### src/rtl/prrp_pkg.sv
// ----------------------------------------------------------------------------
// prrp_pkg
// shared types and constants for the priority round-robin region picker
// ----------------------------------------------------------------------------
package prrp_pkg;

	localparam int MAX_REGIONS = 16;
	localparam int IDX_W       = $clog2(MAX_REGIONS);
	localparam int CNT_W       = $clog2(MAX_REGIONS + 1);

	localparam int FIELD_IDX_W  = 4;
	localparam int PASS_W       = 16;
	localparam int PRIO_W       = 8;
	localparam int PREV_W       = 5;
	localparam int RCOUNT_W     = 5;

	localparam int IN_DATA_W    = 56;
	localparam int OUT_DATA_W   = 8;

	localparam int QUEUE_DEPTH  = 4;
	localparam int QPTR_W       = $clog2(QUEUE_DEPTH);
	localparam int QCNT_W       = $clog2(QUEUE_DEPTH + 1);

	localparam logic [PASS_W-1:0] TARGET_RESET = PASS_W'(1);
	localparam logic [PRIO_W-1:0] PRIO_RESET   = PRIO_W'(10);

	localparam logic KIND_WRITE  = 1'b0;
	localparam logic KIND_SELECT = 1'b1;

	typedef struct packed {
		logic                   is_select;
		logic [FIELD_IDX_W-1:0] entry_index;
		logic                   entry_enabled;
		logic [PASS_W-1:0]      target_passes;
		logic [PASS_W-1:0]      done_passes;
		logic [PRIO_W-1:0]      entry_priority;
		logic                   prev_negative;
		logic [FIELD_IDX_W-1:0] prev_low;
		logic                   skip_valid;
		logic [FIELD_IDX_W-1:0] skip_index;
	} cmd_t;

	typedef struct packed {
		logic not_empty;
	} queue_ctl_t;

endpackage

### src/rtl/prrp_front.sv
// ----------------------------------------------------------------------------
// prrp_front
// accepts input items, classifies and unpacks them into a short command queue
// ----------------------------------------------------------------------------
module prrp_front
	import prrp_pkg::*;
(
	input  logic                 clk,
	input  logic                 arst_n,
	input  logic                 s_axis_tvalid,
	output logic                 s_axis_tready,
	// entry_index, entry_enabled, target_passes, done_passes, entry_priority,
	// prev_index, skip_valid, skip_index, zero pad
	input  logic [IN_DATA_W-1:0] s_axis_tdata,
	// kind
	input  logic                 s_axis_tuser,
	input  logic                 pop,
	output queue_ctl_t           status,
	output cmd_t                 head
);

	cmd_t               q_mem_q [QUEUE_DEPTH];
	logic [QPTR_W-1:0]  wr_ptr_q;
	logic [QPTR_W-1:0]  rd_ptr_q;
	logic [QCNT_W-1:0]  count_q;
	logic               push;
	logic               do_pop;
	logic [PREV_W-1:0]  prev_raw;
	cmd_t               cmd_in;

	assign s_axis_tready = (32'(count_q) < QUEUE_DEPTH);
	assign push          = s_axis_tvalid & s_axis_tready;
	assign do_pop        = pop & (count_q != '0);
	assign prev_raw      = s_axis_tdata[49:45];

	// classify the item and split the payload
	always_comb begin
		cmd_in.is_select      = (s_axis_tuser == KIND_SELECT);
		cmd_in.entry_index    = s_axis_tdata[3:0];
		cmd_in.entry_enabled  = s_axis_tdata[4];
		cmd_in.target_passes  = s_axis_tdata[20:5];
		cmd_in.done_passes    = s_axis_tdata[36:21];
		cmd_in.entry_priority = s_axis_tdata[44:37];
		cmd_in.prev_negative  = prev_raw[PREV_W-1];
		cmd_in.prev_low       = prev_raw[FIELD_IDX_W-1:0];
		cmd_in.skip_valid     = s_axis_tdata[50];
		cmd_in.skip_index     = s_axis_tdata[54:51];
	end

	always_ff @(posedge clk) begin
		if (push) begin
			q_mem_q[wr_ptr_q] <= cmd_in;
		end
	end

	always_ff @(posedge clk or negedge arst_n) begin
		if (!arst_n) begin
			wr_ptr_q <= '0;
			rd_ptr_q <= '0;
			count_q  <= '0;
		end else begin
			if (push) begin
				wr_ptr_q <= wr_ptr_q + QPTR_W'(1);
			end
			if (do_pop) begin
				rd_ptr_q <= rd_ptr_q + QPTR_W'(1);
			end
			unique case ({push, do_pop})
				2'b10:   count_q <= count_q + QCNT_W'(1);
				2'b01:   count_q <= count_q - QCNT_W'(1);
				default: count_q <= count_q;
			endcase
		end
	end

	assign head             = q_mem_q[rd_ptr_q];
	assign status.not_empty = (count_q != '0);

endmodule

### src/rtl/prrp_back.sv
// ----------------------------------------------------------------------------
// prrp_back
// region table, two-pass priority and round-robin scanner, result register
// ----------------------------------------------------------------------------
module prrp_back
	import prrp_pkg::*;
(
	input  logic                  clk,
	input  logic                  arst_n,
	input  logic [RCOUNT_W-1:0]   region_count,
	input  queue_ctl_t            status,
	input  cmd_t                  head,
	output logic                  pop,
	output logic                  m_axis_tvalid,
	input  logic                  m_axis_tready,
	// chosen_index, zero pad
	output logic [OUT_DATA_W-1:0] m_axis_tdata,
	// found
	output logic                  m_axis_tuser
);

	localparam logic [1:0] ST_IDLE   = 2'd0;
	localparam logic [1:0] ST_SCAN1  = 2'd1;
	localparam logic [1:0] ST_SCAN2  = 2'd2;
	localparam logic [1:0] ST_RESULT = 2'd3;

	logic                   en_q     [MAX_REGIONS];
	logic [PASS_W-1:0]      target_q [MAX_REGIONS];
	logic [PASS_W-1:0]      done_q   [MAX_REGIONS];
	logic [PRIO_W-1:0]      prio_q   [MAX_REGIONS];

	logic [1:0]             state_q;
	logic [CNT_W-1:0]       cnt_q;
	logic                   prev_neg_q;
	logic [FIELD_IDX_W-1:0] prev_low_q;
	logic                   skip_valid_q;
	logic [FIELD_IDX_W-1:0] skip_index_q;
	logic                   any_q;
	logic [PRIO_W-1:0]      best_q;
	logic                   have_first_q;
	logic                   have_next_q;
	logic [IDX_W-1:0]       first_q;
	logic [IDX_W-1:0]       next_q;
	logic                   out_valid_q;
	logic                   out_found_q;
	logic [FIELD_IDX_W-1:0] out_index_q;

	logic [CNT_W-1:0]       limit;
	logic [IDX_W-1:0]       idx;
	logic                   elig;
	logic                   above_prev;
	logic                   out_free;
	logic                   take_write;
	logic                   take_select;
	logic                   load_result;
	logic [IDX_W-1:0]       pick;

	assign limit = (32'(region_count) > MAX_REGIONS) ? CNT_W'(MAX_REGIONS) : CNT_W'(region_count);
	assign idx   = cnt_q[IDX_W-1:0];

	assign elig = en_q[idx] && (done_q[idx] < target_q[idx])
		&& !(skip_valid_q && (32'(idx) == 32'(skip_index_q)));
	assign above_prev = prev_neg_q || (32'(idx) > 32'(prev_low_q));

	assign out_free    = !out_valid_q || m_axis_tready;
	assign take_write  = (state_q == ST_IDLE) && status.not_empty && !head.is_select && out_free;
	assign take_select = (state_q == ST_IDLE) && status.not_empty && head.is_select;
	assign pop         = take_write || take_select;
	assign load_result = (state_q == ST_RESULT) && out_free;
	assign pick        = have_next_q ? next_q : first_q;

	// region table
	always_ff @(posedge clk or negedge arst_n) begin
		if (!arst_n) begin
			for (int i = 0; i < MAX_REGIONS; i++) begin
				en_q[i]     <= 1'b0;
				target_q[i] <= TARGET_RESET;
				done_q[i]   <= '0;
				prio_q[i]   <= PRIO_RESET;
			end
		end else if (take_write && (32'(head.entry_index) < MAX_REGIONS)) begin
			en_q[IDX_W'(head.entry_index)]     <= head.entry_enabled;
			target_q[IDX_W'(head.entry_index)] <= head.target_passes;
			done_q[IDX_W'(head.entry_index)]   <= head.done_passes;
			prio_q[IDX_W'(head.entry_index)]   <= head.entry_priority;
		end
	end

	// select request fields
	always_ff @(posedge clk) begin
		if (take_select) begin
			prev_neg_q   <= head.prev_negative;
			prev_low_q   <= head.prev_low;
			skip_valid_q <= head.skip_valid;
			skip_index_q <= head.skip_index;
		end
	end

	// scanner
	always_ff @(posedge clk or negedge arst_n) begin
		if (!arst_n) begin
			state_q      <= ST_IDLE;
			cnt_q        <= '0;
			any_q        <= 1'b0;
			best_q       <= '0;
			have_first_q <= 1'b0;
			have_next_q  <= 1'b0;
			first_q      <= '0;
			next_q       <= '0;
		end else begin
			unique case (state_q)
				ST_IDLE: begin
					if (take_select) begin
						state_q      <= ST_SCAN1;
						cnt_q        <= '0;
						any_q        <= 1'b0;
						have_first_q <= 1'b0;
						have_next_q  <= 1'b0;
					end
				end
				ST_SCAN1: begin
					if (cnt_q == limit) begin
						cnt_q   <= '0;
						state_q <= any_q ? ST_SCAN2 : ST_RESULT;
					end else begin
						if (elig && (!any_q || (prio_q[idx] < best_q))) begin
							best_q <= prio_q[idx];
						end
						if (elig) begin
							any_q <= 1'b1;
						end
						cnt_q <= cnt_q + CNT_W'(1);
					end
				end
				ST_SCAN2: begin
					if (cnt_q == limit) begin
						state_q <= ST_RESULT;
					end else begin
						if (elig && (prio_q[idx] == best_q)) begin
							if (!have_first_q) begin
								have_first_q <= 1'b1;
								first_q      <= idx;
							end
							if (!have_next_q && above_prev) begin
								have_next_q <= 1'b1;
								next_q      <= idx;
							end
						end
						cnt_q <= cnt_q + CNT_W'(1);
					end
				end
				ST_RESULT: begin
					if (load_result) begin
						state_q <= ST_IDLE;
					end
				end
				default: state_q <= ST_IDLE;
			endcase
		end
	end

	// result register
	always_ff @(posedge clk or negedge arst_n) begin
		if (!arst_n) begin
			out_valid_q <= 1'b0;
		end else if (take_write || load_result) begin
			out_valid_q <= 1'b1;
		end else if (m_axis_tready) begin
			out_valid_q <= 1'b0;
		end
	end

	always_ff @(posedge clk) begin
		if (take_write) begin
			out_found_q <= 1'b0;
			out_index_q <= '0;
		end else if (load_result) begin
			out_found_q <= any_q;
			out_index_q <= any_q ? FIELD_IDX_W'(pick) : '0;
		end
	end

	assign m_axis_tvalid = out_valid_q;
	assign m_axis_tuser  = out_found_q;
	assign m_axis_tdata  = OUT_DATA_W'(out_index_q);

endmodule

### src/rtl/priority_round_robin_region_picker_unit.sv
// ----------------------------------------------------------------------------
// priority_round_robin_region_picker_unit
// picks the next scan region by least priority, then round robin by index
// ----------------------------------------------------------------------------
// A write item (kind 0) stores one region entry in the back end. A select
// item (kind 1) runs up to two passes over the table, one entry per cycle:
// the first finds the least priority among eligible regions, and the second,
// run only when some region is eligible, picks the lowest index above
// prev_index at that priority, wrapping to the lowest. Each pass walks
// n = min(region_count, 16) entries. A four-item command queue lets input
// items arrive while a scan runs, and each item gives exactly one result.
// region_count must be written over the cfg channel only while the block is
// idle; the block itself does not enforce this.
module priority_round_robin_region_picker_unit
	import prrp_pkg::*;
(
	input  logic                  clk,
	input  logic                  arst_n,
	input  logic                  cfg_valid,
	output logic                  cfg_ready,
	input  logic [RCOUNT_W-1:0]   cfg_data,
	input  logic                  s_axis_tvalid,
	output logic                  s_axis_tready,
	// entry_index, entry_enabled, target_passes, done_passes, entry_priority,
	// prev_index, skip_valid, skip_index, zero pad
	input  logic [IN_DATA_W-1:0]  s_axis_tdata,
	// kind
	input  logic                  s_axis_tuser,
	output logic                  m_axis_tvalid,
	input  logic                  m_axis_tready,
	// chosen_index, zero pad
	output logic [OUT_DATA_W-1:0] m_axis_tdata,
	// found
	output logic                  m_axis_tuser
);

	logic [RCOUNT_W-1:0] region_count_q;
	queue_ctl_t          status;
	cmd_t                head;
	logic                pop;

	assign cfg_ready = 1'b1;

	always_ff @(posedge clk or negedge arst_n) begin
		if (!arst_n) begin
			region_count_q <= '0;
		end else if (cfg_valid) begin
			region_count_q <= cfg_data;
		end
	end

	prrp_front u_front (
		.clk           (clk),
		.arst_n        (arst_n),
		.s_axis_tvalid (s_axis_tvalid),
		.s_axis_tready (s_axis_tready),
		.s_axis_tdata  (s_axis_tdata),
		.s_axis_tuser  (s_axis_tuser),
		.pop           (pop),
		.status        (status),
		.head          (head)
	);

	prrp_back u_back (
		.clk           (clk),
		.arst_n        (arst_n),
		.region_count  (region_count_q),
		.status        (status),
		.head          (head),
		.pop           (pop),
		.m_axis_tvalid (m_axis_tvalid),
		.m_axis_tready (m_axis_tready),
		.m_axis_tdata  (m_axis_tdata),
		.m_axis_tuser  (m_axis_tuser)
	);

endmodule
### config.mk
export PLATFORM = sky130hd
export DESIGN_NAME = priority_round_robin_region_picker_unit
export DESIGN_NICKNAME = d
export VERILOG_FILES = /design/src/rtl/prrp_pkg.sv /design/src/rtl/prrp_front.sv /design/src/rtl/prrp_back.sv /design/src/rtl/priority_round_robin_region_picker_unit.sv
export SDC_FILE = /design/constraint.sdc
export NUM_CORES = 2
export LEC_CHECK = 0
export ABC_CLOCK_PERIOD_IN_PS = 4600
export BUFFER_PORTS_ARGS = -buffer_cell sky130_fd_sc_hd__buf_4
export CORE_MARGIN = 3
export CORE_UTILIZATION = 47
export DETAILED_ROUTE_END_ITERATION = 8
export GPL_TIMING_DRIVEN = 0
export PLACE_DENSITY = 0.68
export RECOVER_POWER = 25
export SYNTH_ARGS = -nofsm -noshare
export SYNTH_HDL_FRONTEND = slang
export SYNTH_SLANG_ARGS = --single-unit
### constraint.sdc
create_clock -name clk -period 4.6 [get_ports clk]
set_input_delay 0.23 -clock clk [delete_from_list [all_inputs] [get_ports clk]]
set_output_delay 0.23 -clock clk [all_outputs]
set_load 0.005 [all_outputs]
After elaboration in Yosys (flattened, before gate mapping):

Memories as Yosys holds them, arrays and structs flattened.
Cells that the tools add are included.

* $add $sub $neg: 5
* order comparisons: 8
* eq/ne operators: 17
* mux-type cells: 51
* bitwise logic cells: 6
* reductions and logical operators: 37

Operator list (count)
* 256-bit bitwise mux: 2
* 16-bit binary-select mux with 4-bit select: 2
* 128-bit bitwise mux: 1
* 16-bit two-way mux: 5
* 16-bit demux with 4-bit select: 1
* 8-bit binary-select mux with 4-bit select: 1
* 8-bit demux with 4-bit select: 1
* 8-bit two-way mux: 3
* 5-bit two-way mux: 4
* 4-bit AND reduction: 5
* 16-bit bitwise mux: 1
* 16-bit less-than comparator: 1
* 1-bit two-way mux: 16
* 5-bit case mux with 3 select lines: 1
* 2-bit by 1-bit inequality test with 1-bit output (second input constant): 7
* 1-bit logical AND: 12
* 5-bit greater-or-equal comparator (second input constant): 2
* 4-bit inverter with 5-bit output: 2
* 8-bit == test: 1
* 8-bit less-than comparator: 1
* 2-bit two-way mux: 4
* 4-bit two-way mux: 2
* 2-bit case mux with 4 select lines: 1
* 2-bit nonzero test: 4
* 25 further kinds: 44

* register bits after elaboration: 710
* memory bits (writable): 224
* output and inout bits: 12
* memories: 1

Memories
* u_front.q_mem_q: depth 4, bits a word 56, read ports 1, clocked after Yosys merged registers in 0, write ports 1, line prrp_front.sv:22 `cmd_t q_mem_q [QUEUE_DEPTH];`

Longest topological paths before layout:

* depth after elaboration: 11
* mapped depth: 16

Hierarchy:

From an unflattened synthesis, not the netlist that was laid out.

* cell total of the unflattened synthesis: 2327
* area, all modules: 40652.7 sq um

Modules (own cells, without submodules)
* prrp_back: times used 1, cells each 1983, area an instance 31939.4 sq um
* prrp_front: times used 1, cells each 332, area an instance 8520.7 sq um
* priority_round_robin_region_picker_unit: times used 1, cells each 12, area an instance 192.7 sq um

Least setup slack after synthesis:

OpenSTA, ideal clock, no wires.

* kind: register -> register
* start point: register u_back.cnt_q[0]
* end point: register u_back.first_q[0]
* arrival time: 4.136 ns
* required time: 4.475 ns
* slack: 0.339 ns
* stages on the path, launching flop included: 16
* cell sequence: dfrtp_1 > buf_6 > buf_2 > buf_4 > buf_6 > buf_2 > mux4_2 > mux4_2 > ha_1 > a21o_1 > a21o_1 > a211oi_1 > o31a_1 > and4bb_4 > and4b_4 > mux2_4

* word-level cells in the longest chain between the ends: 9
* elaborated cells between the ends (all ways): 24

RTL lines
* start, declared: line prrp_back.sv:33 `logic [CNT_W-1:0] cnt_q;`
* start signal, assigned: line prrp_back.sv:132 `cnt_q <= cnt_q + CNT_W'(1);`
* start signal, assigned: line prrp_back.sv:149 `cnt_q <= cnt_q + CNT_W'(1);`
* 4-bit inverter with 5-bit output (not written as such): line prrp_back.sv:61, prrp_back.sv:139
* 16-bit binary-select mux with 4-bit select: line prrp_back.sv:61 `assign elig = en_q[idx] && (done_q[idx] < target_q[idx])`
* 16-bit two-way mux (not written as such) (2 in a row): line prrp_back.sv:61
* 16-bit less-than comparator: line prrp_back.sv:61
* 1-bit logical AND: line prrp_back.sv:61
* 1-bit logical AND: line prrp_back.sv:62 `&& !(skip_valid_q && (32'(idx) == 32'(skip_index_q)));`
* 1-bit logical AND: line prrp_back.sv:139 `if (elig && (prio_q[idx] == best_q)) begin`
* 4-bit AND reduction (no line)
* end signal, assigned: line prrp_back.sv:142 `first_q <= idx;`
* end, declared: line prrp_back.sv:42 `logic [IDX_W-1:0] first_q;`

Parallel ways exist; a longest one is shown, timed or not. The select of a mux whose other input is x is not followed.
A chain may end at the register's enable or synchronous reset.

Final worst setup path:

* start point: register u_back.cnt_q[2]
* end point: register u_back.first_q[0]

* word-level cells in the longest chain between the ends: 9
* elaborated cells between the ends (all ways): 24

RTL lines (line)
* 4-bit inverter with 5-bit output (not written as such): prrp_back.sv:61, prrp_back.sv:139
* 16-bit binary-select mux with 4-bit select: prrp_back.sv:61
* 16-bit two-way mux (not written as such) (2 in a row): prrp_back.sv:61
* 16-bit less-than comparator: prrp_back.sv:61
* 1-bit logical AND: prrp_back.sv:61
* 1-bit logical AND: prrp_back.sv:62
* 1-bit logical AND: prrp_back.sv:139
* 4-bit AND reduction (no line) *

Mark *: on every way between the ends. The rest lies on a longest branch, timed or not. The select of a mux whose other input is x is not followed.

==> flow_summary.json <==
{
  "rr_startpoint": "u_back.cnt_q[2]$_DFFE_PN0P_",
  "die_x_um": 300,
  "post-place-ws_ns": -1.92,
  "cts-root-buf": "clkbuf_16",
  "fin_skew_ns": 0.0196,
  "grt_start_max_net_pins": 136,
  "wl_per_cell_um": 27.5,
  "fin_ws_ns": 0.0661,
  "violations": "capacitance limit, slew limit",
  "die_area_um2": 90100,
  "ys_ff_latch": 934,
  "cts.sinks": 934,
  "p_per_area_nw_per_um2": 615,
  "numPortBuffers": 72,
  "coreArea_um2": 85400,
  "gp_congestion": 0.867,
  "relSlewSlack_pct": -121,
  "numCtsBuffers": 99,
  "dpl.cell_count": 3553,
  "die_h_um": 300,
  "ir_worst_vdd_v": 0.000439,
  "initial_utilization_pct": 47.6,
  "holdPathStages": 5,
  "overflow": 0,
  "drtPass1Iterations": 7,
  "fin_crit_ns": 4.53,
  "ios": 79,
  "ys_seq_area_share_pct": 60.4,
  "route.detailed.drc": 0,
  "p_leak_nw": 20.2,
  "crit_type": "reg -> reg",
  "track_usage_pct": 23.7,
  "critical_path.max_fanout": 10,
  "maxCapViolations": 1,
  "insertion_delay_ns": 0.67,
  "postSynthCellCount": 2328,
  "async_reset_ff_share_pct": 74.4,
  "htree_levels": 3,
  "ant_nets": 0,
  "syn-mean-instance-area_um2": 17.5,
  "drv_slew": 119,
  "row_count": 107,
  "r2r_setup_slack_ns": 0.07,
  "max_freq_mhz": 221,
  "final_cells": 3815,
  "rr_worst_depth": 13,
  "routed_wl_um": 105000,
  "post_drt_via_cell_ratio": 5.93,
  "netlist_area_um2": 40700,
  "hold_path.class": "in -> reg",
  "required_ns": 5.14,
  "worstMarginPinSlew_ns": 3.31,
  "final_common_cell": "dfrtp_1",
  "cts_buffer_depth": 3,
  "grt_pass1_wl_um": 158000,
  "hold_violations": 0,
  "critPathArrivalTime_ns": 5.08,
  "antenna_cells": 0,
  "drt-initial-drc-count": 1678,
  "synth_edf_count": 234,
  "drive_above_1_share_pct": 47.5,
  "setup_violations": 0,
  "total_power_mw": 28.9,
  "holdPathEnd": "u_front.wr_ptr_q[1]$_DFFE_PN0P_",
  "cp-start-kind": "flop",
  "r2r-end": "u_back.first_q[0]$_DFFE_PN0P_",
  "hold_start": "s_axis_tvalid",
  "rsz0062_at_grt": "false",
  "vias": 22600,
  "grt_pass1_vias": 24400,
  "crit_path_end_kind": "flop",
  "yosysUniqueCellTypes": 61,
  "ys.flop_type": "dfrtp_1",
  "whs_ns": 0.241,
  "num-nets-final": 2690,
  "layout_common_cells": "dfrtp_1, mux2_2, mux4_2, edfxtp_1, clkbuf_1",
  "fin_setup_tns_ns": 0,
  "clkSlewWorstSetupHoldPaths_ns": 0.07,
  "ys_warn_count": 0,
  "antenna_found_initial": 1,
  "dp_hpwl_um": 68500,
  "period_share_pct": 98.6,
  "outcome": "finished, violations left",
  "cts_tree": "built",
  "syn_to_final_growth_pct": 15.6
}
critical path, stage by stage (launching register included):
cell      delay, ns
dfrtp_1        0.47
clkbuf_4       0.33
buf_4          0.27
clkbuf_4       0.35
clkbuf_4       0.36
mux4_2         0.44
ha_1           0.34
a21o_1         0.18
a21o_1         0.17
a211oi_1       0.25
o31a_1         0.23
and4bb_4       0.30
and4b_4        0.34
mux2_4         0.32
report_power, final:
part | internal [mW] | total, mW | switching [mW]
registers | 10.7 | 11.7 | 0.982
clock network | 4.68 | 8.04 | 3.36
logic | 4.25 | 9.16 | 4.91
logic make-up (layout without fill, tap and decap cells):
group | after synthesis | count (layout) | synth area share, %
multiplexers | 932 | 932 | 32.8
AND/OR/NAND/NOR | 124 | 124 | 1.63
AO/OA/AOI/OAI | 63 | 63 | 1.14
flip-flops | 934 | 934 | 60.4
buffers and inverters | 223 | 563 | 2.56
adder cells (fa/ha/maj) | 38 | 38 | 1.19
other | 2 | 5 | 0.0185
XOR/XNOR | 12 | 12 | 0.258
Yosys cell counts (3+ instances only):
cell type	instances	area share [%]
a21o_1	5	0.092
a21oi_1	11	0.14
a221oi_1	5	0.11
a22o_1	3	0.065
a22oi_1	5	0.092
a32oi_1	3	0.065
and2_1	7	0.11
and3_1	3	0.046
buf_1	11	0.10
buf_2	81	1.0
buf_4	23	0.42
clkbuf_1	59	0.54
dfrtp_1	647	40
dfstp_2	48	3.1
dfxtp_1	5	0.25
edfxtp_1	234	17
ha_1	37	1.1
inv_1	46	0.42
mux2_1	35	0.97
mux2_2	639	18
mux2_4	4	0.15
mux2i_1	4	0.098
mux4_2	250	14
nand2_1	26	0.24
nand2b_1	8	0.12
nand3_1	7	0.086
nand3b_1	3	0.055
nand4_1	8	0.12
nor2_1	29	0.27
nor2_2	6	0.092
nor2b_1	13	0.20
o211ai_1	5	0.092
o21ai_0	9	0.11
xnor2_1	7	0.15
xor2_1	5	0.11
routing by layer:
layer	GRT usage (%)	vias to the layer above	wire, um
li1	-	9341	-
met1	32.9	12200	44700
met2	38.0	805	50300
met3	4.01	235	6200
met4	8.64	0	3780
met5	0	-	0
worst max-delay path by stage:
stage / endpoint / from / cells past startpoint
after floorplan: u_back.first_q[0]$_DFFE_PN0P_ / u_back.cnt_q[0]$_DFFE_PN0P_ / 15
after global placement: u_back.done_q[72]$_DFFE_PN0P_ / arst_n / 1
after detailed placement: u_back.next_q[1]$_DFFE_PN0P_ / u_back.cnt_q[1]$_DFFE_PN0P_ / 14
after CTS: u_back.next_q[3]$_DFFE_PN0P_ / u_back.cnt_q[0]$_DFFE_PN0P_ / 15
after global routing: u_back.first_q[0]$_DFFE_PN0P_ / u_back.cnt_q[0]$_DFFE_PN0P_ / 14
final: u_back.first_q[0]$_DFFE_PN0P_ / u_back.cnt_q[2]$_DFFE_PN0P_ / 13
stage by stage:
stage | utilization, % | instance area (um^2)
2_1_floorplan | - | 40700
3_3_place_gp | 49.9 | 42600
3_5_place_dp | 50.1 | 42800
4_1_cts | 55.2 | 47100
5_1_grt | 55.1 | 47000
6_report | 55.1 | 47000
final cells by class:
class / count / area, um^2
buffer: 175 / 1210
clock buffer: 135 / 2800
clock inverter: 52 / 508
fill: 6730 / 38400
inverter: 47 / 176
multi-input combinational: 1174 / 15100
sequential: 934 / 24600
tap: 1144 / 1430
timing repair buffer: 154 / 1210
registers in the layout (all words and copies together), names as in the netlist, 2 cells and up:
| register | count |
|---|---|
| u_back.next_q | 4 |
| u_back.prev_low_q | 4 |
| region_count_q | 5 |
| u_front.wr_ptr_q | 2 |
| u_back.cnt_q | 5 |
| u_front.count_q | 3 |
| u_back.skip_index_q | 4 |
| u_back.target_q | 256 |
| u_front.q_mem_q | 224 |
| u_back.en_q | 16 |
| u_back.done_q | 256 |
| u_back.out_index_q | 4 |
| u_back.first_q | 4 |
| u_back.prio_q | 128 |
| u_front.rd_ptr_q | 2 |
| u_back.state_q | 2 |
| u_back.best_q | 8 |
timing repair:
| item | CTS | global route |
|---|---|---|
| buffers inserted | 3 | 6 |
| pin swaps | 1 | 3 |
| cloned | 0 | 0 |
| endpoints found under the hold margin | 342 | 0 |
| hold buffers | 67 | 0 |
| gates resized for setup | 113 | 24 |
| endpoints found under the setup margin | 19 | 16 |
(Power assumes the default switching activity.)
